<file path="src/rtl/cbc_pkg.sv">
// shared types and constants for the color band classifier
package cbc_pkg;

    localparam int NUM_COLORS     = 9;
    localparam int COUNT_BITS_DEF = 20;
    localparam int FRAC_BITS      = 16;
    localparam int IDX_BITS       = 4;
    localparam int OUT_DATA_BITS  = 24;

    // rounding constant for q0.16 products, one half lsb
    localparam logic [FRAC_BITS-1:0] ROUND_HALF = FRAC_BITS'(1) << (FRAC_BITS - 1);

    // register reset values, q0.16
    localparam logic [FRAC_BITS-1:0] MIN_FRACTION_RST  = 16'd3277;
    localparam logic [FRAC_BITS-1:0] PRIME_FRACTION_RST = 16'd13107;
    localparam logic [FRAC_BITS-1:0] DOM_RECIP_RST      = 16'd32768;
    localparam logic [FRAC_BITS-1:0] SEC_FRACTION_RST   = 16'd19661;

    typedef enum logic [1:0] {
        REG_MIN_FRACTION  = 2'd0,
        REG_PRIME_FRACTION = 2'd1,
        REG_DOM_RECIP      = 2'd2,
        REG_SEC_FRACTION   = 2'd3
    } cbc_reg_t;

    // largest-count winner: found only when some count beat the minimum
    typedef struct packed {
        logic                found;
        logic [IDX_BITS-1:0] idx;
    } cbc_peak_t;

endpackage

</file>
<file path="src/rtl/cbc_totals.sv">
// stages one and two: count sum, then minimum and prime thresholds
module cbc_totals #(
    parameter int COUNT_BITS = cbc_pkg::COUNT_BITS_DEF
) (
    input  logic                                                  aclk,
    input  logic                                                  aresetn,
    input  logic                                                  in_valid,
    output logic                                                  in_ready,
    input  logic [cbc_pkg::NUM_COLORS-1:0][COUNT_BITS-1:0]        in_counts,
    input  logic [cbc_pkg::FRAC_BITS-1:0]                         min_frac,
    input  logic [cbc_pkg::FRAC_BITS-1:0]                         prime_frac,
    output logic                                                  out_valid,
    input  logic                                                  out_ready,
    output logic [cbc_pkg::NUM_COLORS-1:0][COUNT_BITS-1:0]        out_counts,
    output logic [COUNT_BITS+3:0]                                 out_lo,
    output logic [COUNT_BITS+3:0]                                 out_prime
);
    localparam int SUM_BITS  = COUNT_BITS + 4;
    localparam int PROD_BITS = SUM_BITS + cbc_pkg::FRAC_BITS + 1;

    logic                                           s1_valid_reg;
    logic [cbc_pkg::NUM_COLORS-1:0][COUNT_BITS-1:0] s1_counts_reg;
    logic [SUM_BITS-1:0]                            s1_sum_reg;
    logic [SUM_BITS-1:0]                            s1_sum_next;
    logic                                           s1_ready;

    logic                                           s2_valid_reg;
    logic [cbc_pkg::NUM_COLORS-1:0][COUNT_BITS-1:0] s2_counts_reg;
    logic [SUM_BITS-1:0]                            s2_lo_reg;
    logic [SUM_BITS-1:0]                            s2_prime_reg;
    logic [PROD_BITS-1:0]                           lo_prod;
    logic [PROD_BITS-1:0]                           prime_prod;
    logic                                           s2_ready;

    assign s2_ready = !s2_valid_reg || out_ready;
    assign s1_ready = !s1_valid_reg || s2_ready;
    assign in_ready = s1_ready;

    always_comb begin
        s1_sum_next = '0;
        for (int i = 0; i < cbc_pkg::NUM_COLORS; i++) begin
            s1_sum_next = s1_sum_next + SUM_BITS'(in_counts[i]);
        end
    end

    // rounded half up q0.16 products
    assign lo_prod    = PROD_BITS'(s1_sum_reg) * PROD_BITS'(min_frac)
                      + PROD_BITS'(cbc_pkg::ROUND_HALF);
    assign prime_prod = PROD_BITS'(s1_sum_reg) * PROD_BITS'(prime_frac)
                      + PROD_BITS'(cbc_pkg::ROUND_HALF);

    always_ff @(posedge aclk) begin
        if (!aresetn) begin
            s1_valid_reg <= 1'b0;
            s2_valid_reg <= 1'b0;
        end else begin
            if (s1_ready) begin
                s1_valid_reg <= in_valid;
            end
            if (s2_ready) begin
                s2_valid_reg <= s1_valid_reg;
            end
        end
    end

    always_ff @(posedge aclk) begin
        if (s1_ready && in_valid) begin
            s1_counts_reg <= in_counts;
            s1_sum_reg    <= s1_sum_next;
        end
        if (s2_ready && s1_valid_reg) begin
            s2_counts_reg <= s1_counts_reg;
            s2_lo_reg     <= lo_prod[SUM_BITS+cbc_pkg::FRAC_BITS-1:cbc_pkg::FRAC_BITS];
            s2_prime_reg  <= prime_prod[SUM_BITS+cbc_pkg::FRAC_BITS-1:cbc_pkg::FRAC_BITS];
        end
    end

    assign out_valid  = s2_valid_reg;
    assign out_counts = s2_counts_reg;
    assign out_lo     = s2_lo_reg;
    assign out_prime  = s2_prime_reg;

endmodule

</file>
<file path="config.mk">
export PLATFORM = sky130hd
export DESIGN_NAME = cbc_totals
export DESIGN_NICKNAME = d
export VERILOG_FILES = /design/src/rtl/cbc_pkg.sv /design/src/rtl/cbc_totals.sv
export SDC_FILE = /design/constraint.sdc
export NUM_CORES = 2
export LEC_CHECK = 0
export BUFFER_PORTS_ARGS = -buffer_cell sky130_fd_sc_hd__clkbuf_2
export CORE_MARGIN = 2
export CORE_UTILIZATION = 55
export CTS_CLUSTER_SIZE = 25
export DETAILED_ROUTE_END_ITERATION = 12
export PLACE_DENSITY = 0.76
export SLEW_MARGIN = 10
export SYNTH_ARGS = -nofsm -noshare
export SYNTH_HDL_FRONTEND = slang
export SYNTH_SLANG_ARGS = --single-unit
</file>
<file path="constraint.sdc">
create_clock -name aclk -period 13.1 [get_ports aclk]
set_input_delay 2.62 -clock aclk [delete_from_list [all_inputs] [get_ports aclk]]
set_output_delay 2.62 -clock aclk [all_outputs]
set_load 0.05 [all_outputs]
</file>
-- Word-level counts from Yosys, hierarchy flattened
Index checks and enable logic that the tools add are counted.
- flip-flop bits (word level): 434
- input port bits: 216
- output and inout port bits: 230
- logic and storage cells: 41
- add/subtract/negate cells: 10
- multipliers: 2
- reduce and logical (&&, ||, !) cells: 6
- operator list (kind ; count):
    $add 24x20->24 ; 4
    $add 40x16->40 const B ; 2
    $mul 24x16->40 ; 2
    $add 23x20->24 ; 1
    $add 22x20->23 ; 1
    $add 21x20->22 ; 1
    $add 20x20->21 ; 1
    $logic_and 1x1->1 ; 2
    $logic_not 1->1 ; 2
    $logic_or 1x1->1 ; 2

-- Longest topological paths before layout
- depth after elaboration: 8
- depth in mapped cells: 25
- mapped depth without buffers: 24

-- Worst setup path before layout
No wires, ideal clock.
- kind: input to register
- start point: input out_ready
- end point: register s2_counts_reg (netlist bit out_counts[0]), enable pin
- setup time: 0.848 ns
- arrival time: 12.753 ns
- data required time: 12.252 ns
- path slack: -0.501 ns
- stages on the path: 2
- buffers on the path: 0
- path through: nor2b_1 nor2b_1
- word-level cells in the longest chain between the ends: 2
- RTL lines (element ; line ; RTL):
    start: declaration ; cbc_totals.sv:13 ; input logic out_ready,
    $logic_or 1x1->1 ; cbc_totals.sv:35 ; assign s2_ready = !s2_valid_reg || out_ready;
    $logic_and 1x1->1 ; cbc_totals.sv:71 ; if (s2_ready && s1_valid_reg) begin
    end signal: assignment ; cbc_totals.sv:72 ; s2_counts_reg <= s1_counts_reg;
    end: declaration ; cbc_totals.sv:28 ; logic [cbc_pkg::NUM_COLORS-1:0][COUNT_BITS-1:0] s2_counts_reg;
No other way between the ends.
A chain may end at the register's enable or synchronous reset.

-- Worst setup path in the final report
- start point: input prime_frac[1] (netlist bit)
- end point: register s2_prime_reg[23], in the netlist out_prime[23], data pin
- word-level cells in the longest chain between the ends: 2
- RTL lines (element ; line ; RTL):
    start: declaration ; cbc_totals.sv:11 ; input logic [cbc_pkg::FRAC_BITS-1:0] prime_frac,
    $mul 24x16->40 ; cbc_totals.sv:49 ; assign prime_prod = PROD_BITS'(s1_sum_reg) * PROD_BITS'(prime_frac)
    $add 40x16->40 ; cbc_totals.sv:50 ; + PROD_BITS'(cbc_pkg::ROUND_HALF);
    named net prime_prod[39] ; cbc_totals.sv:32 ; logic [PROD_BITS-1:0] prime_prod;
    end signal: assignment ; cbc_totals.sv:74 ; s2_prime_reg <= prime_prod[SUM_BITS+cbc_pkg::FRAC_BITS-1:cbc_pkg::FRAC_BITS];
    end: declaration ; cbc_totals.sv:30 ; logic [SUM_BITS-1:0] s2_prime_reg;
The timed path passes the listed nets, and every way through them passes these cells.

==> flow_metrics.tcl <==
set metrics [dict create \
    crit_fanout 24 \
    antenna_found_initial 3 \
    arrival_ps 8990 \
    wl_per_cell_um 19.0 \
    hpwl_um 72300 \
    layout-drive-gt1-share 0.136 \
    syn_avg_cell_area_um2 11.4 \
    ys_async_sr_fraction 0 \
    endpoint_kind "flip-flop" \
    synthToLayoutAreaGrowth_pct 11.1 \
    nets 5261 \
    r2r_cells 24 \
    h-tree-depth 2 \
    final_common_cell "inv_1" \
    clockBufferDepth 3 \
    synthFlopType "edfxtp_1" \
    viasPerCell 5.29 \
    initial_core_util 0.557 \
    cts.repair.resized 0 \
    insertion_delay_ps 590 \
    routed-wl-met3_um 6370 \
    num_io_pins 446 \
    clkSinkCount 434 \
    layout_common_cells "inv_1 (907), fa_1 (748), clkbuf_2 (445)" \
    drc 0 \
    hold_start "s1_counts_reg[140]$_DFFE_PP_" \
    worstSetupPathType "primary input to flip-flop" \
    finalMaxSlewViolations 0 \
    met1_length_um 34800 \
    cts_tree "built" \
    routed_wl_um 95100 \
    syn-instance-count 3633 \
    route.met2.wl_um 49800 \
    seq_area_frac_synth 0.313 \
    setup_tns_ps 0 \
    worstMarginPinSlew_ps 1040 \
    whs_path_depth 0 \
    syn_area_um2 41500 \
    grt_first_pass_wirelength_um 154000 \
    setup_viol 0 \
    maxSlewHeadroom 0.308 \
    rsz0062_at_grt "no" \
    grt_pass1_vias 29265 \
    clock-root-buffer "clkbuf_16" \
    core_area_um2 74600 \
    path_clk_slew_ps 70 \
    required_ps 13440 \
    grt_max_degree 160 \
    synthDistinctLibCells 51 \
    synth-edff-count 432 \
    dr_total_vias 26556 \
    ys_ff_latch 434 \
    portBuffers 445 \
    min_path_type "flip-flop to flip-flop" \
    r2r_start "s1_sum_reg[13]$_DFFE_PP_" \
    grt_util_all_layers 0.255 \
    top_layer "met5" \
    die_y_um 279 \
    first_pass_iters 7 \
    die_area_um2 77800 \
    critPathLaunchType "primary input" \
    startpoint "prime_frac[1]" \
    postCtsHoldBufs 0 \
    ant_nets 0 \
    die_width_um 279 \
    num_rows 100 \
    layout_min_cycle_time_ps 8640 \
    antenna-diode-count 0 \
    status "completed" \
    finalClockSkew_ps 31.2 \
    max_clock_freq_mhz 116 \
    timing.final.crit_share 0.660 \
    place.gp.congestion 0.869 \
    synth_fp_nets 4880 \
    grt-ovfl-total 0 \
    cts_made_buffers 44 \
    cts_setup_buffers 0 \
    maxCapViolCount 0 \
    drtIter0Drc 1505 \
    ys_warn_count 0 \
    hold_viol 0 \
]
==> logic make-up (layout without fill, tap and decap cells) <==
family / count (synthesis) / in the layout / synth area share
compound gates: 176 / 176 / 0.0282
xor+xnor: 66 / 66 / 0.0139
fa+ha+maj: 1031 / 1031 / 0.446
buf+inv: 1044 / 1458 / 0.0943
flops: 434 / 434 / 0.313
simple gates: 882 / 882 / 0.105
==> cells in the mapped netlist (2+ instances only) <==
cell type	n	share of area
inv_1	907	0.082
fa_1	748	0.36
nand2_1	438	0.040
edfxtp_1	432	0.31
and2_1	353	0.053
ha_1	283	0.085
clkbuf_1	137	0.012
a21oi_1	55	0.0066
xnor2_1	37	0.0078
a21o_1	35	0.0063
xor2_1	29	0.0061
nor2_1	25	0.0023
o21ai_0	25	0.0030
nand4_1	11	0.0017
nor3_1	11	0.0013
o21a_1	11	0.0020
nand2b_1	10	0.0015
nand3_1	10	0.0012
nor2b_1	10	0.0015
a211o_1	6	0.0013
a211oi_1	5	0.00090
a31o_2	4	0.00084
a31oi_1	4	0.00060
and3_1	4	0.00060
o211ai_1	4	0.00072
o21bai_1	4	0.00072
a21oi_2	3	0.00063
and4_1	3	0.00063
a2111o_1	2	0.00054
a2111oi_0	2	0.00042
dfxtp_1	2	0.00096
nand3b_1	2	0.00036
nor4_1	2	0.00030
o2111ai_1	2	0.00042
==> per-stage QoR <==
stage / cells / instance area (um^2) / util / setup WS [ps] / hold WS (ps)
after floorplan: 3633 / 41500 / - / 4000 / 400
after global placement: 4937 / 44700 / 0.600 / 4030 / 400
after detailed placement: 4937 / 44700 / 0.600 / 3850 / 405
after CTS: 5016 / 46200 / 0.619 / 4480 / 410
after global routing: 5016 / 46200 / 0.619 / 4180 / 417
final: 5016 / 46200 / 0.619 / 4460 / 412
==> final cells by class <==
class,instances,area (um^2)
repair buffers,472,2450
multi-input cells,2155,24600
clock buffers,49,1120
clock inverters,30,342
well taps,969,1210
flip-flops and latches,434,13000
inverters,907,3400
fillers,5892,28400
==> worst max-delay path, stage by stage <==
cell,delay [ps]
clkbuf_2,400
nand2_1,160
fa_1,580
inv_1,60
fa_1,530
inv_1,70
fa_1,500
inv_1,50
fa_1,490
fa_1,490
inv_1,50
fa_1,480
inv_1,40
ha_1,310
a21oi_1,220
o21ai_0,130
a311oi_2,260
a211o_2,200
o21bai_4,90
a211o_1,370
a31o_2,310
a211o_1,310
a21oi_2,160
xnor2_1,80
==> final timing paths <==
path | to | slack, ps
max reg2reg | out_prime[23]$_DFFE_PP_ | 6150
min | out_counts[140]$_DFFE_PP_ | 410
min reg2reg | out_counts[140]$_DFFE_PP_ | 410
max | out_prime[23]$_DFFE_PP_ | 4460
==> metal layers <==
| metal | GRT usage | vias to the layer above |
|---|---|---|
| met3 | 0.0450 | 253 |
| met5 | 0 | - |
| met4 | 0.105 | 4 |
| met1 | 0.308 | 13600 |
| met2 | 0.453 | 979 |
| li1 | - | 11720 |
Power is left out: the tool's default activity adds up to more than one toggle a clock period on the data nets, which glitch-free logic cannot reach.
