`config.mk`:
```
export PLATFORM = sky130hd
export DESIGN_NAME = cbc_peak
export DESIGN_NICKNAME = d
export VERILOG_FILES = /design/src/rtl/cbc_pkg.sv /design/src/rtl/cbc_peak.sv
export SDC_FILE = /design/constraint.sdc
export NUM_CORES = 2
export LEC_CHECK = 0
export BUFFER_PORTS_ARGS = -buffer_cell sky130_fd_sc_hd__buf_2
export CAP_MARGIN = 10
export CELL_PAD_IN_SITES_DETAIL_PLACEMENT = 1
export CELL_PAD_IN_SITES_GLOBAL_PLACEMENT = 2
export CORE_AREA = 3 3 380 382
export CTS_CLUSTER_SIZE = 10
export DETAILED_ROUTE_END_ITERATION = 8
export DIE_AREA = 0 0 383 385
export PLACE_DENSITY_LB_ADDON = 0.1
export REMOVE_ABC_BUFFERS = 1
export SYNTH_ARGS = -nofsm -noshare
export SYNTH_HDL_FRONTEND = slang
export SYNTH_SLANG_ARGS = --single-unit
```
`constraint.sdc`:
```
create_clock -name aclk -period 17 [get_ports aclk]
set_input_delay 2.55 -clock aclk [delete_from_list [all_inputs] [get_ports aclk]]
set_output_delay 2.55 -clock aclk [all_outputs]
set_load 0.02 [all_outputs]
```
`src/rtl/cbc_pkg.sv`:
```
// shared types and constants for the color band classifier
package cbc_pkg;

    localparam int NUM_COLORS     = 9;
    localparam int COUNT_BITS_DEF = 20;
    localparam int FRAC_BITS      = 16;
    localparam int IDX_BITS       = 4;
    localparam int OUT_DATA_BITS  = 24;

    // rounding constant for q0.16 products, one half lsb
    localparam logic [FRAC_BITS-1:0] ROUND_HALF = FRAC_BITS'(1) << (FRAC_BITS - 1);

    // register reset values, q0.16
    localparam logic [FRAC_BITS-1:0] MIN_FRACTION_RST  = 16'd3277;
    localparam logic [FRAC_BITS-1:0] PRIME_FRACTION_RST = 16'd13107;
    localparam logic [FRAC_BITS-1:0] DOM_RECIP_RST      = 16'd32768;
    localparam logic [FRAC_BITS-1:0] SEC_FRACTION_RST   = 16'd19661;

    typedef enum logic [1:0] {
        REG_MIN_FRACTION  = 2'd0,
        REG_PRIME_FRACTION = 2'd1,
        REG_DOM_RECIP      = 2'd2,
        REG_SEC_FRACTION   = 2'd3
    } cbc_reg_t;

    // largest-count winner: found only when some count beat the minimum
    typedef struct packed {
        logic                found;
        logic [IDX_BITS-1:0] idx;
    } cbc_peak_t;

endpackage

```
`src/rtl/cbc_peak.sv`:
```
// stages three and four: largest count above minimum, then dominance and secondary levels
module cbc_peak #(
    parameter int COUNT_BITS = cbc_pkg::COUNT_BITS_DEF
) (
    input  logic                                           aclk,
    input  logic                                           aresetn,
    input  logic                                           in_valid,
    output logic                                           in_ready,
    input  logic [cbc_pkg::NUM_COLORS-1:0][COUNT_BITS-1:0] in_counts,
    input  logic [COUNT_BITS+3:0]                          in_lo,
    input  logic [COUNT_BITS+3:0]                          in_prime,
    input  logic [cbc_pkg::FRAC_BITS-1:0]                  dom_recip,
    input  logic [cbc_pkg::FRAC_BITS-1:0]                  sec_frac,
    output logic                                           out_valid,
    input  logic                                           out_ready,
    output logic [cbc_pkg::NUM_COLORS-1:0][COUNT_BITS-1:0] out_counts,
    output logic [COUNT_BITS+3:0]                          out_lo,
    output logic [COUNT_BITS+3:0]                          out_prime,
    output logic [COUNT_BITS+3:0]                          out_hi,
    output cbc_pkg::cbc_peak_t                             out_peak,
    output logic [COUNT_BITS+3:0]                          out_dom_th,
    output logic [COUNT_BITS+3:0]                          out_sec_th
);
    localparam int SUM_BITS  = COUNT_BITS + 4;
    localparam int PROD_BITS = SUM_BITS + cbc_pkg::FRAC_BITS + 1;

    typedef struct packed {
        logic                         found;
        logic [cbc_pkg::IDX_BITS-1:0] idx;
        logic [COUNT_BITS-1:0]        val;
    } node_t;

    // lower index sits in a; b wins only when strictly larger
    function automatic node_t pick(input node_t a, input node_t b);
        node_t r;
        if (b.found && (!a.found || (b.val > a.val))) begin
            r = b;
        end else begin
            r = a;
        end
        return r;
    endfunction

    node_t leaf [cbc_pkg::NUM_COLORS];
    node_t lvl1 [4];
    node_t lvl2 [2];
    node_t lvl3;
    node_t best;

    logic                                           s3_valid_reg;
    logic [cbc_pkg::NUM_COLORS-1:0][COUNT_BITS-1:0] s3_counts_reg;
    logic [SUM_BITS-1:0]                            s3_lo_reg;
    logic [SUM_BITS-1:0]                            s3_prime_reg;
    logic [SUM_BITS-1:0]                            s3_hi_reg;
    cbc_pkg::cbc_peak_t                             s3_peak_reg;
    logic                                           s3_ready;

    logic                                           s4_valid_reg;
    logic [cbc_pkg::NUM_COLORS-1:0][COUNT_BITS-1:0] s4_counts_reg;
    logic [SUM_BITS-1:0]                            s4_lo_reg;
    logic [SUM_BITS-1:0]                            s4_prime_reg;
    logic [SUM_BITS-1:0]                            s4_hi_reg;
    cbc_pkg::cbc_peak_t                             s4_peak_reg;
    logic [SUM_BITS-1:0]                            s4_dom_reg;
    logic [SUM_BITS-1:0]                            s4_sec_reg;
    logic                                           s4_ready;

    logic [PROD_BITS-1:0]                           dom_prod;
    logic [PROD_BITS-1:0]                           sec_prod;

    assign s4_ready = !s4_valid_reg || out_ready;
    assign s3_ready = !s3_valid_reg || s4_ready;
    assign in_ready = s3_ready;

    // balanced max tree over counts strictly above the minimum
    always_comb begin
        for (int i = 0; i < cbc_pkg::NUM_COLORS; i++) begin
            leaf[i].found = SUM_BITS'(in_counts[i]) > in_lo;
            leaf[i].idx   = cbc_pkg::IDX_BITS'(i);
            leaf[i].val   = in_counts[i];
        end
        for (int i = 0; i < 4; i++) begin
            lvl1[i] = pick(leaf[2*i], leaf[2*i+1]);
        end
        for (int i = 0; i < 2; i++) begin
            lvl2[i] = pick(lvl1[2*i], lvl1[2*i+1]);
        end
        lvl3 = pick(lvl2[0], lvl2[1]);
        best = pick(lvl3, leaf[8]);
    end

    assign dom_prod = PROD_BITS'(s3_hi_reg) * PROD_BITS'(dom_recip)
                    + PROD_BITS'(cbc_pkg::ROUND_HALF);
    assign sec_prod = PROD_BITS'(s3_hi_reg) * PROD_BITS'(sec_frac)
                    + PROD_BITS'(cbc_pkg::ROUND_HALF);

    always_ff @(posedge aclk) begin
        if (!aresetn) begin
            s3_valid_reg <= 1'b0;
            s4_valid_reg <= 1'b0;
        end else begin
            if (s3_ready) begin
                s3_valid_reg <= in_valid;
            end
            if (s4_ready) begin
                s4_valid_reg <= s3_valid_reg;
            end
        end
    end

    always_ff @(posedge aclk) begin
        if (s3_ready && in_valid) begin
            s3_counts_reg     <= in_counts;
            s3_lo_reg         <= in_lo;
            s3_prime_reg      <= in_prime;
            s3_hi_reg         <= best.found ? SUM_BITS'(best.val) : in_lo;
            s3_peak_reg.found <= best.found;
            s3_peak_reg.idx   <= best.idx;
        end
        if (s4_ready && s3_valid_reg) begin
            s4_counts_reg <= s3_counts_reg;
            s4_lo_reg     <= s3_lo_reg;
            s4_prime_reg  <= s3_prime_reg;
            s4_hi_reg     <= s3_hi_reg;
            s4_peak_reg   <= s3_peak_reg;
            s4_dom_reg    <= dom_prod[SUM_BITS+cbc_pkg::FRAC_BITS-1:cbc_pkg::FRAC_BITS];
            s4_sec_reg    <= sec_prod[SUM_BITS+cbc_pkg::FRAC_BITS-1:cbc_pkg::FRAC_BITS];
        end
    end

    assign out_valid  = s4_valid_reg;
    assign out_counts = s4_counts_reg;
    assign out_lo     = s4_lo_reg;
    assign out_prime  = s4_prime_reg;
    assign out_hi     = s4_hi_reg;
    assign out_peak   = s4_peak_reg;
    assign out_dom_th = s4_dom_reg;
    assign out_sec_th = s4_sec_reg;

endmodule

```
-- Yosys cells after proc, flatten, opt, wreduce, memory -nomap -nowiden
Index checks and enable logic that the tools add are counted.
- memory bits (read-only): 0
- bits of input ports: 264
- output and inout bits: 307
- bits in latches: 0
- memories kept: 0
- bits in writable memories: 0
- register bits after elaboration: 564
- multiplexer cells: 9
- reduce and logical (&&, ||, !) cells: 30
- shift-type cells: 0
- multipliers: 2
- bitwise gates (word level): 0
- magnitude comparators: 17
- eq/ne operators: 0
- add/subtract/negate cells: 2
- divide/modulo/power cells: 0
- operators with widths (operator ; count):
    $gt A20 B24 Y1 ; 9
    $mux W25 ; 8
    $gt A20 B20 Y1 ; 8
    $add A40 B16 Y40 const B ; 2
    $mul A24 B16 Y40 ; 2
    $mux W20 ; 1
    $logic_and A1 B1 Y1 ; 10
    $logic_not A1 Y1 ; 10
    $logic_or A1 B1 Y1 ; 10

-- Longest topological paths before layout
- depth in word-level cells: 18
- gate-level depth with buffers: 47
- gate-level depth less buffers: 42

-- Worst setup path after synthesis
Ideal clock, no wire load.
- path kind: input to register
- start point: input port out_ready
- end point: register s4_counts_reg, in the netlist out_counts[0], enable pin
- stages on the path: 2
- slack: -0.086 ns
- required time: 15.985 ns
- arrival: 16.071 ns
- setup time: 1.015 ns
- path through: nor2b_1 > nor2b_1
- word-level cells in the longest chain between the ends: 2
- RTL lines (what ; line ; source):
    start: declaration ; cbc_peak.sv:15 ; input logic out_ready,
    $logic_or A1 B1 Y1 ; cbc_peak.sv:71 ; assign s4_ready = !s4_valid_reg || out_ready;
    $logic_and A1 B1 Y1 ; cbc_peak.sv:120 ; if (s4_ready && s3_valid_reg) begin
    end signal: assignment ; cbc_peak.sv:121 ; s4_counts_reg <= s3_counts_reg;
    end: declaration ; cbc_peak.sv:59 ; logic [cbc_pkg::NUM_COLORS-1:0][COUNT_BITS-1:0] s4_counts_reg;
Every way passes these cells.
A chain may end at the register's enable or synchronous reset.

-- Worst setup path in the final report
- start point: input port in_lo[17]
- end point: register s3_hi_reg[5], data pin
- word-level cells in the longest chain between the ends: 18
- elaborated cells between the ends (all ways): 46
- classes of those cells: order compare: 13; mux: 9; reduce/logical: 24
- RTL lines (what ; line ; source):
    start: declaration ; cbc_peak.sv:10 ; input logic [COUNT_BITS+3:0] in_lo,
    $gt A20 B24 Y1 ; cbc_peak.sv:78 ; leaf[i].found = SUM_BITS'(in_counts[i]) > in_lo;
    $logic_not A1 Y1 ; cbc_peak.sv:36 ; if (b.found && (!a.found || (b.val > a.val))) begin
    $logic_or A1 B1 Y1 ; cbc_peak.sv:36 ;
    $logic_and A1 B1 Y1 ; cbc_peak.sv:36 ;
    $mux W25 ; cbc_peak.sv:36 ;
    $gt A20 B20 Y1 or $logic_not A1 Y1 (tied branches) ; cbc_peak.sv:36 ;
    $logic_or A1 B1 Y1 ; cbc_peak.sv:36 ;
    $logic_and A1 B1 Y1 ; cbc_peak.sv:36 ;
    [... 2 more ...] ; -- ;
    $logic_or A1 B1 Y1 ; cbc_peak.sv:36 ;
    $logic_and A1 B1 Y1 ; cbc_peak.sv:36 ;
    $mux W25 ; cbc_peak.sv:36 ;
    $gt A20 B20 Y1 or $logic_not A1 Y1 (tied branches) ; cbc_peak.sv:36 ;
    $logic_or A1 B1 Y1 ; cbc_peak.sv:36 ;
    $logic_and A1 B1 Y1 ; cbc_peak.sv:36 ;
    $mux W25 * ; cbc_peak.sv:36 ;
    $mux W20 * ; cbc_peak.sv:116 ; s3_hi_reg <= best.found ? SUM_BITS'(best.val) : in_lo;
    end signal: assignment ; cbc_peak.sv:116 ;
    end: declaration ; cbc_peak.sv:54 ; logic [SUM_BITS-1:0] s3_hi_reg;
Every way passes the cells marked *; elsewhere a longest branch is shown, timed or not.

==> results.toml <==
[clocking]
cts-htree-levels = 3
cts.root.buffer_cell = "sky130_fd_sc_hd__clkbuf_16"
cts_stage_hold_buffer_count = 0
clk_transition_reported_paths_ps = 60
clk_latency_ps = 690
cts_tree = "yes"
cts_resized = 0
number_of_buffers_added_by_the_clock_tree_synthesis_step = 72
cts_post_setup_buffers_inserted = 0
cts_buffer_depth = 3
clock_sink_count = 564

[drt]
highest-signal-layer = "met5"
wl_met3_mm = 8.63
drt-met1-wl_mm = 75.2
detailedRoute.firstIterationViolations = 1648
vias_per_cell = 5.01
drt_pre_antenna_iters = 5
post-route-drc-count = 0
wire_per_inst_microns = 24.6
met2WireLength_mm = 85.8
num_vias = 35152
ant_nets = 0
postRouteWirelength_mm = 173

[grt]
grt_pass1_wl_mm = 256
grt_start_max_net_pins = 123
antenna_violations_before_repair = 28
grt_remaining_overflow = 0
global_route.usage.total = 0.236
first_global_vias = 38814

[floorplanning]
starting_utilization_of_the_core_area = 0.359
placement_rows = 138
chipHeight_microns = 385
placeableCoreArea_sq_um = 141000
io-pin-count = 571
design.die.area_sq_um = 147000
dieWidth_microns = 383

[critical_path]
crit_type = "primary input to register"
worstPathMaxFanout = 24
critical_path_arrival_ps = 14430
cp_slowest_stage_delay_ps = 890
timing.reg2reg.setup_slack_ps = 9240
crit_path_top_delay_cell = "sky130_fd_sc_hd__a21oi_4"
startpoint_type = "primary input"
cpMostUsedCell = "sky130_fd_sc_hd__ha_1"
cp_data_required_time_ps = 17380
end_kind = "register"

[cells_and_area]
area_growth_pct = 14.1
drive_gt1_frac = 0.145
nFillCells = 15495
layout.nets = 6546
finalNonFillerCells = 7014

[pwr]
power_density_nw_per_um2 = 214
power.total_mw = 12.4
vdd_ir_drop_max_v = 0.000322
power_leakage_nw = 26.7

[yosys]
post_synth_num_cell_types = 80
synth_sequential_area_ratio = 0.333
count_of_flip_flops_with_a_built_in_enable_after_synthesis = 562
async_reset_ff_frac = 0
synthesis.area_sq_um = 50700
number_of_cells_produced_by_synthesis = 4553
ys_dominant_reg_cell = "sky130_fd_sc_hd__edfxtp_1"
yosys_warnings = 0
ys_seq_elements = 564
avgSynthCellArea_sq_um = 11.1

[timing]
max-slew-margin-rel = 0.230
final.period_utilization = 0.826
finalWorstPathRequiredPeriod_ps = 14050
hold_viol_final = 0
fmax_mhz = 71.2
timing.final.max_slew_violations = 0
clock-skew-final_ps = 24.5
timing.final.setup_violations = 0
slew_at_the_pin_closest_to_its_max_slew_limit_ps = 1160
setup_total_negative_slack_ps = 0
grt_setup_unrepaired = "false"

[run_status]
status = "completed"

[placement]
globalplace.congestion = 0.838
hpwl_mm = 133
io_buffers = 570
dp.cells = 6890

[flow_run]
maxCapViolations = 0

[hold_path]
hold_path_class = "register to register"
synth_stat cells, drive strengths merged, types with 4 or more instances:
| library cell | count | area (sq um) |
|---|---|---|
| a221oi | 22 | 293 |
| o31ai | 5 | 37.5 |
| nand3 | 28 | 140 |
| o211ai | 20 | 150 |
| fa | 610 | 12200 |
| nor2b | 28 | 175 |
| and3 | 11 | 68.8 |
| nor3 | 17 | 85.1 |
| a31oi | 4 | 25.0 |
| a2111oi | 6 | 52.6 |
| edfxtp | 562 | 16900 |
| a211oi | 16 | 120 |
| o31a | 6 | 52.6 |
| nand4 | 57 | 357 |
| o21a | 16 | 120 |
| o21ai | 65 | 329 |
| nor2 | 96 | 370 |
| inv | 876 | 3290 |
| xor2 | 12 | 105 |
| xnor2 | 30 | 263 |
| and4 | 15 | 131 |
| nor4 | 10 | 75.1 |
| a21oi | 153 | 773 |
| and2 | 301 | 1880 |
| ha | 598 | 7480 |
| o21bai | 8 | 60.1 |
| a21boi | 7 | 52.6 |
| buf | 19 | 146 |
| clkbuf | 143 | 537 |
| mux2i | 139 | 1390 |
| or2 | 4 | 25.0 |
| a22oi | 9 | 67.6 |
| nand2b | 8 | 50.1 |
| nand2 | 550 | 2060 |
| o211a | 4 | 40.0 |
| a21o | 53 | 398 |
critical path, delay by kind of cell:
family	cells	cell delay, ps
and+or+nand+nor	13	4200
AOI/OAI and AO/OA	17	3920
buffers and inverters	6	1610
muxes	3	1050
adders and majority gates	4	1050
stage by stage:
stage / setup WS, ps / area, sq um / utilization / hold slack [ps]
after floorplan: -86.0 / 50000 / - / 400
after global placement: 2050 / 55600 / 0.393 / 400
after detailed placement: 1990 / 55600 / 0.393 / 405
after CTS: 2740 / 57900 / 0.409 / 395
after global routing: 2040 / 57900 / 0.409 / 409
final: 2950 / 57900 / 0.409 / 400
worst paths after layout:
kind / from / to / cells after the start
setup / recovery: in_lo[17] / s3_hi_reg[5]$_DFFE_PP_ / 43
hold / removal: s3_counts_reg[89]$_DFFE_PP_ / out_counts[89]$_DFFE_PP_ / 0
setup reg to reg: s3_hi_reg[19]$_DFFE_PP_ / out_sec_th[23]$_DFFE_PP_ / 22
hold reg to reg: s3_counts_reg[89]$_DFFE_PP_ / out_counts[89]$_DFFE_PP_ / 0
cells in the final DEF, fill, tap and decap left out, types with 17 or more instances in the layout:
master / n
sky130_fd_sc_hd__buf_2: 570
sky130_fd_sc_hd__buf_4: 38
sky130_fd_sc_hd__fa_1: 610
sky130_fd_sc_hd__o211ai_1: 20
sky130_fd_sc_hd__clkbuf_16: 72
sky130_fd_sc_hd__nor2_1: 93
sky130_fd_sc_hd__nor2b_1: 27
sky130_fd_sc_hd__nand2_1: 550
sky130_fd_sc_hd__nor3_1: 17
sky130_fd_sc_hd__a21oi_1: 151
sky130_fd_sc_hd__o21ai_0: 63
sky130_fd_sc_hd__a21o_1: 53
sky130_fd_sc_hd__and2_1: 299
sky130_fd_sc_hd__ha_1: 598
sky130_fd_sc_hd__nand3_1: 28
sky130_fd_sc_hd__inv_1: 875
sky130_fd_sc_hd__xnor2_1: 30
sky130_fd_sc_hd__edfxtp_1: 562
sky130_fd_sc_hd__mux2i_1: 139
sky130_fd_sc_hd__nand4_1: 57
final cells by class:
cell class	count	area (sq um)	area share
multi-input combinational	2951	29900	0.516
sequential	564	16900	0.292
inverter	876	3290	0.0568
timing repair buffer	609	3160	0.0546
tap	1890	2360	0.0409
clock inverter	24	367	0.00633
clock buffer	89	1880	0.0324
antenna	11	27.5	0.000476
per-layer routing:
| layer | up-vias | track usage |
|---|---|---|
| met5 | - | 0 |
| met4 | 26 | 0.0455 |
| met3 | 161 | 0.0464 |
| met2 | 692 | 0.410 |
| met1 | 18349 | 0.306 |
| li1 | 15924 | - |
kinds of logic after synthesis:
group | after synthesis | share of synthesized area
buffers and inverters | 1038 | 0.0783
DFF | 564 | 0.333
and+or+nand+nor | 1141 | 0.110
muxes | 140 | 0.0276
xor gates and xnor gates | 42 | 0.00725
AOI/OAI and AO/OA | 420 | 0.0554
adders and majority gates | 1208 | 0.388
where the power goes:
group	switching [mW]	internal, mW	total (mW)
Sequential	0.0381	2.12	2.16
Combinational	5.03	3.68	8.71
Clock	0.639	0.850	1.49
No activity file was read; power rests on OpenSTA's default activity.
