--- src/rtl/cbc_pkg.sv ---
// shared types and constants for the color band classifier
package cbc_pkg;

    localparam int NUM_COLORS     = 9;
    localparam int COUNT_BITS_DEF = 20;
    localparam int FRAC_BITS      = 16;
    localparam int IDX_BITS       = 4;
    localparam int OUT_DATA_BITS  = 24;

    // rounding constant for q0.16 products, one half lsb
    localparam logic [FRAC_BITS-1:0] ROUND_HALF = FRAC_BITS'(1) << (FRAC_BITS - 1);

    // register reset values, q0.16
    localparam logic [FRAC_BITS-1:0] MIN_FRACTION_RST  = 16'd3277;
    localparam logic [FRAC_BITS-1:0] PRIME_FRACTION_RST = 16'd13107;
    localparam logic [FRAC_BITS-1:0] DOM_RECIP_RST      = 16'd32768;
    localparam logic [FRAC_BITS-1:0] SEC_FRACTION_RST   = 16'd19661;

    typedef enum logic [1:0] {
        REG_MIN_FRACTION  = 2'd0,
        REG_PRIME_FRACTION = 2'd1,
        REG_DOM_RECIP      = 2'd2,
        REG_SEC_FRACTION   = 2'd3
    } cbc_reg_t;

    // largest-count winner: found only when some count beat the minimum
    typedef struct packed {
        logic                found;
        logic [IDX_BITS-1:0] idx;
    } cbc_peak_t;

endpackage

--- src/rtl/cbc_mark.sv ---
// stage five: primary and secondary marking into the output register
module cbc_mark #(
    parameter int COUNT_BITS = cbc_pkg::COUNT_BITS_DEF
) (
    input  logic                                           aclk,
    input  logic                                           aresetn,
    input  logic                                           in_valid,
    output logic                                           in_ready,
    input  logic [cbc_pkg::NUM_COLORS-1:0][COUNT_BITS-1:0] in_counts,
    input  logic [COUNT_BITS+3:0]                          in_lo,
    input  logic [COUNT_BITS+3:0]                          in_prime,
    input  logic [COUNT_BITS+3:0]                          in_hi,
    input  cbc_pkg::cbc_peak_t                             in_peak,
    input  logic [COUNT_BITS+3:0]                          in_dom_th,
    input  logic [COUNT_BITS+3:0]                          in_sec_th,
    output logic                                           out_valid,
    input  logic                                           out_ready,
    output logic [cbc_pkg::NUM_COLORS-1:0]                 out_primary,
    output logic [cbc_pkg::NUM_COLORS-1:0]                 out_secondary,
    output logic                                           out_single
);
    localparam int SUM_BITS = COUNT_BITS + 4;

    logic [cbc_pkg::NUM_COLORS-1:0] above_dom;
    logic [cbc_pkg::NUM_COLORS-1:0] above_sec;
    logic [cbc_pkg::NUM_COLORS-1:0] prim_next;
    logic                           beaten;
    logic                           single_next;
    logic [SUM_BITS-1:0]            sec_level;

    logic                           o_valid_reg;
    logic [cbc_pkg::NUM_COLORS-1:0] o_prim_reg;
    logic [cbc_pkg::NUM_COLORS-1:0] o_sec_reg;
    logic                           o_single_reg;

    assign in_ready  = !o_valid_reg || out_ready;
    assign sec_level = (in_sec_th < in_lo) ? in_lo : in_sec_th;

    always_comb begin
        beaten = 1'b0;
        for (int i = 0; i < cbc_pkg::NUM_COLORS; i++) begin
            above_dom[i] = SUM_BITS'(in_counts[i]) > in_dom_th;
            above_sec[i] = SUM_BITS'(in_counts[i]) >= sec_level;
            if ((cbc_pkg::IDX_BITS'(i) != in_peak.idx) && above_dom[i]) begin
                beaten = 1'b1;
            end
        end
        single_next = in_peak.found && !beaten;
        if (single_next) begin
            prim_next = cbc_pkg::NUM_COLORS'(1) << in_peak.idx;
        end else if (in_hi >= in_prime) begin
            prim_next = above_dom;
        end else begin
            prim_next = '0;
        end
    end

    always_ff @(posedge aclk) begin
        if (!aresetn) begin
            o_valid_reg <= 1'b0;
        end else if (in_ready) begin
            o_valid_reg <= in_valid;
        end
    end

    always_ff @(posedge aclk) begin
        if (in_ready && in_valid) begin
            o_prim_reg   <= prim_next;
            o_sec_reg    <= above_sec & ~prim_next;
            o_single_reg <= single_next;
        end
    end

    assign out_valid     = o_valid_reg;
    assign out_primary   = o_prim_reg;
    assign out_secondary = o_sec_reg;
    assign out_single    = o_single_reg;

endmodule

--- config.mk ---
export PLATFORM = sky130hd
export DESIGN_NAME = cbc_mark
export DESIGN_NICKNAME = d
export VERILOG_FILES = /design/src/rtl/cbc_pkg.sv /design/src/rtl/cbc_mark.sv
export SDC_FILE = /design/constraint.sdc
export NUM_CORES = 1
export LEC_CHECK = 0
export ABC_AREA = 1
export BUFFER_PORTS_ARGS = -buffer_cell sky130_fd_sc_hd__buf_2
export CORE_MARGIN = 4
export CORE_UTILIZATION = 55
export DETAILED_ROUTE_END_ITERATION = 6
export PLACE_DENSITY = 0.84
export SYNTH_ARGS = -nofsm -noshare
export SYNTH_HDL_FRONTEND = slang
export SYNTH_SLANG_ARGS = --single-unit
--- constraint.sdc ---
create_clock -name aclk -period 5.9 [get_ports aclk]
set_clock_uncertainty 0.1 [all_clocks]
set_input_delay 1.18 -clock aclk [delete_from_list [all_inputs] [get_ports aclk]]
set_output_delay 1.18 -clock aclk [all_outputs]
set_load 0.01 [all_outputs]
# --- Word-level counts from Yosys, hierarchy flattened ---
# Index checks and enable logic that the tools add are counted.
word_totals:
  out_inout_bits: 21
  elab_cells: 62
  regBits: 20
  input_bits: 309
classes:
  shifts: 1
  n_lt_le_gt_ge: 20
  n_reduce_logical: 15
  mux: 12
  bitwise: 2
  eq_ne: 8
op_table:
  columns: ["cell", "n"]
  rows:
  - ["$ge A20 B24 Y1", 9]
  - ["$gt A20 B24 Y1", 9]
  - ["$ge A24 B24 Y1", 1]
  - ["$lt A24 B24 Y1", 1]
  - ["$mux W24", 1]
  - ["$mux W9", 2]
  - ["$ne A3 B4 Y1 const A", 4]
  - ["$logic_and A1 B1 Y1", 11]
  - ["$and A9 B9 Y9", 1]
  - ["$mux W1", 9]
  - ["$not A9 Y9", 1]
  - ["$shl A1 B4 Y9 const A", 1]
  - ["$ne A2 B4 Y1 const A", 2]
  - ["$ne A1 B4 Y1 const A", 1]
  - ["$ne A4 B4 Y1 const A", 1]
  - ["$reduce_bool A4 Y1", 1]
  - ["$logic_not A1 Y1", 2]
  - ["$logic_or A1 B1 Y1", 1]

# --- Depth between registers and ports, before layout ---
# Gate-level depths: netlist (run 1).
depth:
  depth_word: 16
  mapped_depth: 34
  depth_no_buf: 33

# --- Worst setup path before layout (run 1) ---
# Ideal clock, no wire load.
synth_timing:
  kind: "input -> register"
  start: "in in_lo[15]"
  end: "reg o_sec_reg (netlist bit out_secondary[0]) (data pin)"
  arrival_time_ps: 4165
  path_buffers: 2
  stages: 31
  required_ps: 5538
  setup_time_ps: 262
  path_slack_ps: 1374
  cell_sequence: "inv_1 -> ha_1 -> a21o_1 -> nor2_1 -> nand2_1 -> a21oi_2 -> nand2_1 -> buf_2 -> buf_2 -> a21oi_1 -> ha_1 -> inv_1 -> nand2_1 -> nand2_1 -> nand2_1 -> nand2_1 -> nand2_1 -> nand2_1 -> nand2_1 -> nand2_1 -> nand2_1 -> nand2_1 -> nand2_1 -> nand2_1 -> nand3_1 -> nand2_1 -> nand2_1 -> nand2_1 -> nand2_1 -> nand2_1 -> a21oi_2"
synth_between:
  elab_chain_cells: 4
synth_lines:
  columns: ["element", "line", "rtl"]
  rows:
  - ["start, declared", "cbc_mark.sv:10", "input logic [COUNT_BITS+3:0] in_lo,"]
  - ["$lt A24 B24 Y1", "cbc_mark.sv:37", "assign sec_level = (in_sec_th < in_lo) ? in_lo : in_sec_th;"]
  - ["$mux W24 (*)", "cbc_mark.sv:37", null]
  - ["$ge A20 B24 Y1 (*)", "cbc_mark.sv:43", "above_sec[i] = SUM_BITS'(in_counts[i]) >= sec_level;"]
  - ["$and A9 B9 Y9 (*)", "cbc_mark.sv:69", "o_sec_reg <= above_sec & ~prim_next;"]
  - ["end signal, assigned", "cbc_mark.sv:69", null]
  - ["end, declared", "cbc_mark.sv:33", "logic [cbc_pkg::NUM_COLORS-1:0] o_sec_reg;"]
# Every way passes the cells marked *; elsewhere a longest branch is shown, timed or not.
# A chain may end at the register's enable or synchronous reset.

# --- Worst setup path in the final report (run 1) ---
layout_timing:
  start: "in in_lo[15]"
  end: "reg o_sec_reg (netlist bit out_secondary[6]) (data pin)"
# Same word-level chain as after synthesis.

==> results of run 1 <==
[final timing paths]
| kind | slack, ns | to |
|---|---|---|
| max | 0.77 | out_secondary[6] |
| min | 0.43 | out_valid |
| max reg2reg | 4.70 | out_secondary[5] |
| min reg2reg | 0.43 | out_valid |
[area by class of cell]
cell class | instances | area [sq um]
Inverter | 279 | 1050
Timing Repair Buffer | 344 | 1760
Fill cell | 1825 | 6380
Tap cell | 265 | 332
Clock inverter | 1 | 30.0
Clock buffer | 3 | 75.1
Sequential cell | 20 | 591
Multi-Input combinational cell | 1366 | 9370
Antenna cell | 6 | 15.0
[worst reg2reg max path, delay by kind of cell, from the launching register on]
family | cells | cell delay, ns
buf+inv | 1 | 0.30
compound gates | 1 | 0.15
flops | 1 | 0.33
[cells in the final DEF, fill, tap and decap left out, drive strengths merged]
cell type    n
inv        278
buf        344
a21boi       1
clkbuf       3
edfxtp      19
a211oi      18
o211ai       1
a21o         2
clkinv       1
a21oi      169
nand3       71
o21a        16
ha         398
nor4         7
nand4       18
o21bai       4
diode        6
nor2       108
nand2      481
o21ai       26
dfxtp        1
bufinv       1
nor3        46
[sequential cells by signal, indices dropped and copies added (netlist names)]
signal and cells:
out_single 1, out_primary 9, out_secondary 9, out_valid 1
[cell families after synthesis]
family | after synthesis | synth area share (%)
and+or+nand+nor | 731 | 27.7
adders and majority gates | 398 | 45.1
buffers and inverters | 284 | 9.76
AOI/OAI and AO/OA | 237 | 12.1
DFF | 20 | 5.35
[through the flow]
stage,total power [uW],utilization [%],cells,cell area [sq um],hold WS (ns)
floorplan,913,-,1670,11000,0.495
global placement,1280,66.8,2274,13100,0.388
detailed placement,1330,66.8,2274,13100,0.423
CTS,1530,67.4,2278,13200,0.431
global route,1720,67.4,2282,13200,0.481
finish,1540,67.5,2284,13200,0.433
[metal layers]
layer  up-vias  global-route usage (%)
met1      5489                    42.5
met2       552                    57.6
met4         0                    10.4
li1       6304                       -
met3        82                    3.42
met5         -                       0
[power by group through the flow]
stage / clock (uW) / sequential [uW] / combinational (uW)
2_1_floorplan: 0 / 176 / 737
3_3_place_gp: 0 / 173 / 1110
3_5_place_dp: 0 / 172 / 1160
4_1_cts: 191 / 169 / 1170
5_1_grt: 197 / 170 / 1360
6_report: 192 / 169 / 1180
==> impl_summary.md, run 1 <==
Worst setup path
Data on the critical path arrives at its endpoint at 5.03 ns. The most numerous cell type found on the critical path is nand2_1. The startpoint identified for the worst register-to-register timing path is out_valid.

The maximum net fanout on the critical path is 17. The total stage count of the critical path is 32. At the worst endpoint, the required time is 5.79 ns. The start point of the critical path is in_lo[15]. The largest single stage delay on the critical path is 0.75 ns.

The cell type of the slowest stage on the worst timing path is a21oi_1. The class of the most critical setup path is in2reg. The cell depth of the worst flop-to-flop path is 2. Together, buffers and inverters on the worst path number 3. The nature of the critical path startpoint is an input pin. The endpoint type of the worst setup path is a flop. The family with the most delay on the worst path is simple AND/OR/NAND/NOR gates.

Routing
The initial DRC count is 662. The first-pass detailed-route iteration total is 6. The met2 wire length is 17,900 um. The remaining antenna violation count is 0. In the detailed route, the total length drawn on met3 is 3280 um. In the routed layout, each cell is associated on average with a via count of 5.44. The remaining routing DRC violations is 0. The final wirelength is 38,500 um. The detailed router put a total of 16,000 um of wire on met1. After detailed routing, the average wire length per cell comes to 16.9 um. The total vias in the final route is 12,400.

The topmost layer with routed signal wires is met4.

Min path
The hold path depth is 2. The worst min-delay path startpoint is out_valid. The worst min-delay path class is reg2reg.

Timing
The actual slew at the worst max-slew pin is 1.07 ns. The worst path meets setup with 0.767 ns of slack. The fraction of the cycle the final worst path needs is 87.0%. The post-layout minimum cycle time is 5.13 ns. The achievable frequency is 195 MHz.

Adding up every negative setup slack in the final design gives 0 ns. The number of max-slew violations in the final report was 0. Setup repair after global routing left no endpoint under its margin. Headroom to the max-slew limit came out at 28.9%.

Setup violations remaining at the end of the flow were counted as 0. The hold violation total from the final report is 0.

Pwr
The switching power of the nets is 776 uW. The power share of the combinational group is 76.6%. The leakage power summed over all cells is 0.00801 uW. The share of total power dissipated in the clock network is 12.4%. Of the total power, the share spent switching nets is 50.3%.

The worst-case IR drop observed on VDD is 0.000114 V. The share of power burned in registers is 11.0%. The power density over cell area is 117 nW/um^2. The design internal power is 767 uW.

Finish
The fraction of layout cells with a size suffix above 1 is 18.8%. Relative to the synthesized area, the layout overhead comes to 19.8%. The number of nets at the end of the flow is 2,721.

Synth
The Yosys warning count is 0. The mean cell area of the mapped netlist is 6.61 sq um. Sorting the synthesized cells by how often they occur yields nand2_1 (475), ha_1 (398), inv_1 (275), a21oi_1 (159), nor2_1 (103). In this run the biggest area consumer among cell types represents 45.1% of the synthesized area. The number of enable-type register cells in the synthesized netlist is 19. ha_1 takes more of the synthesized area than any other cell. Sequential cells were found to cover 5.35% of the synthesized design area. After synthesis the cells add up to 11,000 sq um. The register bit total from synthesis is 20.

Synthesis produced a netlist whose cell count is 1,670. After synthesis, the cell types taking the most area are ha_1 (45%), nand2_1 (16%), inv_1 (9.4%), a21oi_1 (7.2%), edfxtp_1 (5.2%). The cell with the most instances after synthesis is nand2_1.

The most used flip-flop cell after synthesis is edfxtp_1. The share of async-settable or async-resettable flops after synthesis is 0%. The net count after synthesis is 2,377. The synthesized netlist contains 33 unique library cells.

Placement
Port buffering added 329 buffers. The routability-driven placement congestion ratio is 1.06. OpenSTA, run right after detailed placement, puts the worst setup slack at 0.572 ns.

The placed wire-length estimate after detailed placement is 33,900 um.

Floorplan
In this run the standard cell core region covers 19,600 sq um. The die span in x is 150 um. The die outline area is 22,400 sq um.

The initial cell density of the core is 56.3%. The floorplan has 51 rows. Measured along the y axis, the die boundary spans 150 um. The number of ports placed on the die boundary is 330.

Clocking
The number of buffers inserted by post-CTS setup repair is 0. The post-cts resize count is 0. The tree is rooted in a clkbuf_16. The H-tree depth is 1.

The maximum count of clock buffers along a single path is 2. For this design, the CTS-stage hold fixing added 0 buffers. The clock sink count is 20. Clock latency on the worst-skew pair, taken at its later pin, is 0.26 ns.

Buffers inserted during clock tree synthesis total 3. TritonCTS built the clock tree. Clock-pin slew was measured on the worst setup and hold paths at 0.06 ns.

Global route
The first-pass GRT wire length is 58,500 um. Entering global routing, the biggest net connects 27 pins. The number of global-route vias before repair is 11,700. The total congestion overflow after global routing is 0.

The number of antenna violations at the first check in global routing was 4. The global-route usage over all layers is 32.9%.

Flow run
The tool flagged a number of max-cap violations equal to 0.

Run status
The flow ran to the end, and the final reports show no timing, DRC or antenna violations.
No activity file was read; power rests on OpenSTA's default activity.
==> run 2: changes to the inputs <==
==> constraint.sdc (replaced) <==
create_clock -name aclk -period 5.9 [get_ports aclk]
set_clock_uncertainty 0.1 [all_clocks]
set_input_delay 0.295 -clock aclk [delete_from_list [all_inputs] [get_ports aclk]]
set_output_delay 0.295 -clock aclk [all_outputs]
set_load 0.01 [all_outputs]
==> run 2 against run 1 <==
Against the previous run:
- first-iteration DRC count rose by 26%
- sequential power about the same
- design area about the same
- fmax up 27%
- critical endpoint is now out_secondary[7]
==> impl_summary.md, run 2 (synthesized netlist as in run 1, its figures left out) <==
Timing
The number of max-slew violations in the final report was 0 (unchanged). The hold violation total from the final report is 0 (unchanged). RSZ-0062 raised after global routing: false (unchanged). The fraction of the cycle the final worst path needs came to 68.7% (was 87.0%). The final total negative setup slack is 0 ns (unchanged).

The actual slew at the worst max-slew pin came to 1.08 ns (was 1.07 ns). The number of setup violations in the final report came to 0 (unchanged). The post-layout minimum cycle time is 4.05 ns (was 5.13 ns). The achievable frequency is 247 MHz (was 195 MHz). The relative max-transition margin was 28.3% (was 28.9%). The final worst hold slack came to 0.197 ns (was 0.433 ns).

Finish
Top library cells by usage in the layout, fill and taps aside: nand2_1 (475), ha_1 (398), buf_2 (329) (unchanged). The non-filler instance count after layout came to 2,287 (was 2,284). The most common cell after layout, fill and taps aside is nand2_1 (unchanged). The core occupancy in the finished layout is 67.4% (was 67.5%). The number of nets at the end of the flow was 2,718 (was 2,721). The growth of design area from synthesis to finish is 19.7% (was 19.8%). The fraction of layout cells with a size suffix above 1 is 18.7% (was 18.8%).

Clocking
The number of buffers inserted by post-CTS setup repair came to 0 (unchanged). The clock tree from TritonCTS is yes (unchanged). The number of buffers inserted by hold repair at cts is 0 (unchanged).

The H-tree depth is 1 (unchanged). The clock insertion delay at the later pin of the skew report is 0.25 ns (was 0.26 ns). The clock transition time at the flip-flop clock pins of the worst setup and hold paths is 0.06 ns (about the same).

The buffer type at the clock tree root is clkbuf_16 (unchanged). The maximum count of clock buffers along a single path is 2 (unchanged). The clock sink count was 20 (unchanged). The TritonCTS buffer count is 3 (unchanged).

The post-cts resize count is 0 (unchanged).

Routing
The average detailed-routed wire length per instance is 16.9 um (about the same). The initial DRC count came to 835 (was 662). The first-pass detailed-route iteration total is 7 (was 6). The final wirelength came to 38,600 um (was 38,500 um).

The routed via count divided by cell count is 5.49 (was 5.44). The remaining routing DRC violations is 0 (unchanged). The remaining antenna violation count came to 0 (unchanged). The total vias in the final route is 12,500 (was 12,400).

Floorplan
The die span in x is 150 um (unchanged). The number of ports placed on the die boundary is 330 (unchanged). The initial cell density of the core was 56.3% (unchanged). The floorplan die height is 150 um (unchanged). The die outline area was 22,400 sq um (unchanged). The site row count was 51 (unchanged). The placeable core area came to 19,600 sq um (unchanged).

Worst setup path
The nature of the critical path startpoint is an input pin (unchanged). The required arrival time at the worst endpoint is 5.80 ns (was 5.79 ns). The endpoint type of the worst setup path is a flop (unchanged).

The family with the most delay on the worst path is simple AND/OR/NAND/NOR gates (unchanged). The maximum net fanout on the critical path is 13 (was 17). The dominant cell type by count on the critical path is nand2_1 (unchanged). The class of the most critical setup path is in2reg (unchanged). The data arrival time of the worst path is 3.95 ns (was 5.03 ns). The total buffers and inverters traversed by the critical path is 2 (was 3).

The endpoint of the lowest-slack register-to-register path is out_secondary[2] (was out_secondary[5]). The cell type of the slowest stage on the worst timing path is a21oi_1 (unchanged). The total stage count of the critical path is 28 (was 32). The cell depth of the worst flop-to-flop path is 2 (unchanged). The timing endpoint of the critical path is out_secondary[7] (was out_secondary[6]). The start point of the critical path is in_lo[15] (unchanged). The largest stage delay on the critical path was 0.90 ns (was 0.75 ns). The internal reg-to-reg setup slack is 4.71 ns (was 4.70 ns). The source of the worst register-to-register timing path was out_valid (unchanged).

Placement
The count of buffers from port buffering was 329 (unchanged). The routability-driven placement congestion ratio was 1.04 (was 1.06). The placed wire-length estimate after detailed placement was 33,800 um (was 33,900 um). The instance count after placement with tap cells included is 2,271 (was 2,274).

Global route
The global-route usage over all layers is 33.2% (was 32.9%). The total congestion overflow after global routing is 0 (unchanged). The first-pass GRT wire length came to 59,200 um (was 58,500 um). The maximum number of pins on one net before global-route repair is 31 (was 27). The number of antenna violations at the first check in global routing was 10 (was 4). The number of global-route vias before repair is 12,000 (was 11,700).

Flow run
The max-cap violation count is 0 (unchanged).

Min path
The worst min-delay path class is in2reg (was reg2reg).

Pwr
The total power draw came to 1550 uW (was 1540 uW). The power density over cell area is 117 nW/um^2 (about the same). The maximum resistive drop on vdd is 0.000102 V (was 0.000114 V). The leakage power summed over all cells was 0.00799 uW (was 0.00801 uW).

Run status
Result of the run: finished, final reports clean (unchanged).
==> run 2: changes by cell type in the layout (fill, tap and decap cells not counted), sizes merged <==
cell | previous run | this run
buf | 344 | 341
diode | 6 | 12
==> run 2: per-layer routing <==
metal	share of wire [%]	vias to the layer above	global-route usage [%]
li1	-	6294	-
met1	41	5564	42.2
met2	46	600	57.0
met3	8.7	89	3.18
met4	4.3	0	14.8
met5	0	-	0
==> run 2: layout make-up <==
type	count	area, sq um
sequential	20	591
clock inverter	1	30.0
tap	265	332
timing repair buffer	341	1740
multi-input combinational	1366	9370
antenna	12	30.0
fill	1814	6380
clock buffer	3	75.1
inverter	279	1050
==> run 2: how the worst min path moves through the flow <==
stage | slack (ns) | from | to | cells after the start
after floorplan | 0.35 | aresetn | out_valid | 1
after global placement | 0.39 | out_valid | out_valid | 2
after detailed placement | 0.41 | out_valid | out_valid | 2
after CTS | 0.20 | aresetn | out_valid | 2
after global routing | 0.20 | aresetn | out_valid | 2
final | 0.20 | aresetn | out_valid | 2
==> run 2: worst register-to-register path, cell delays in order (launching register included) <==
cell	delay (ns)
dfxtp_1	0.32
a21oi_1	0.15
buf_4	0.30
==> run 2: metrics by stage <==
stage	area, sq um	setup slack (ns)
3_3_place_gp	13100	1.74
6_report	13200	1.85
3_5_place_dp	13100	1.61
4_1_cts	13200	1.88
5_1_grt	13200	1.39
2_1_floorplan	11000	2.26
==> run 2: power by group <==
| group | total (uW) | internal, uW | switching [uW] |
|---|---|---|---|
| sequential | 170 | 165 | 4.77 |
| clock | 192 | 135 | 57.5 |
| combinational | 1180 | 463 | 722 |
| total | 1550 | 763 | 784 |
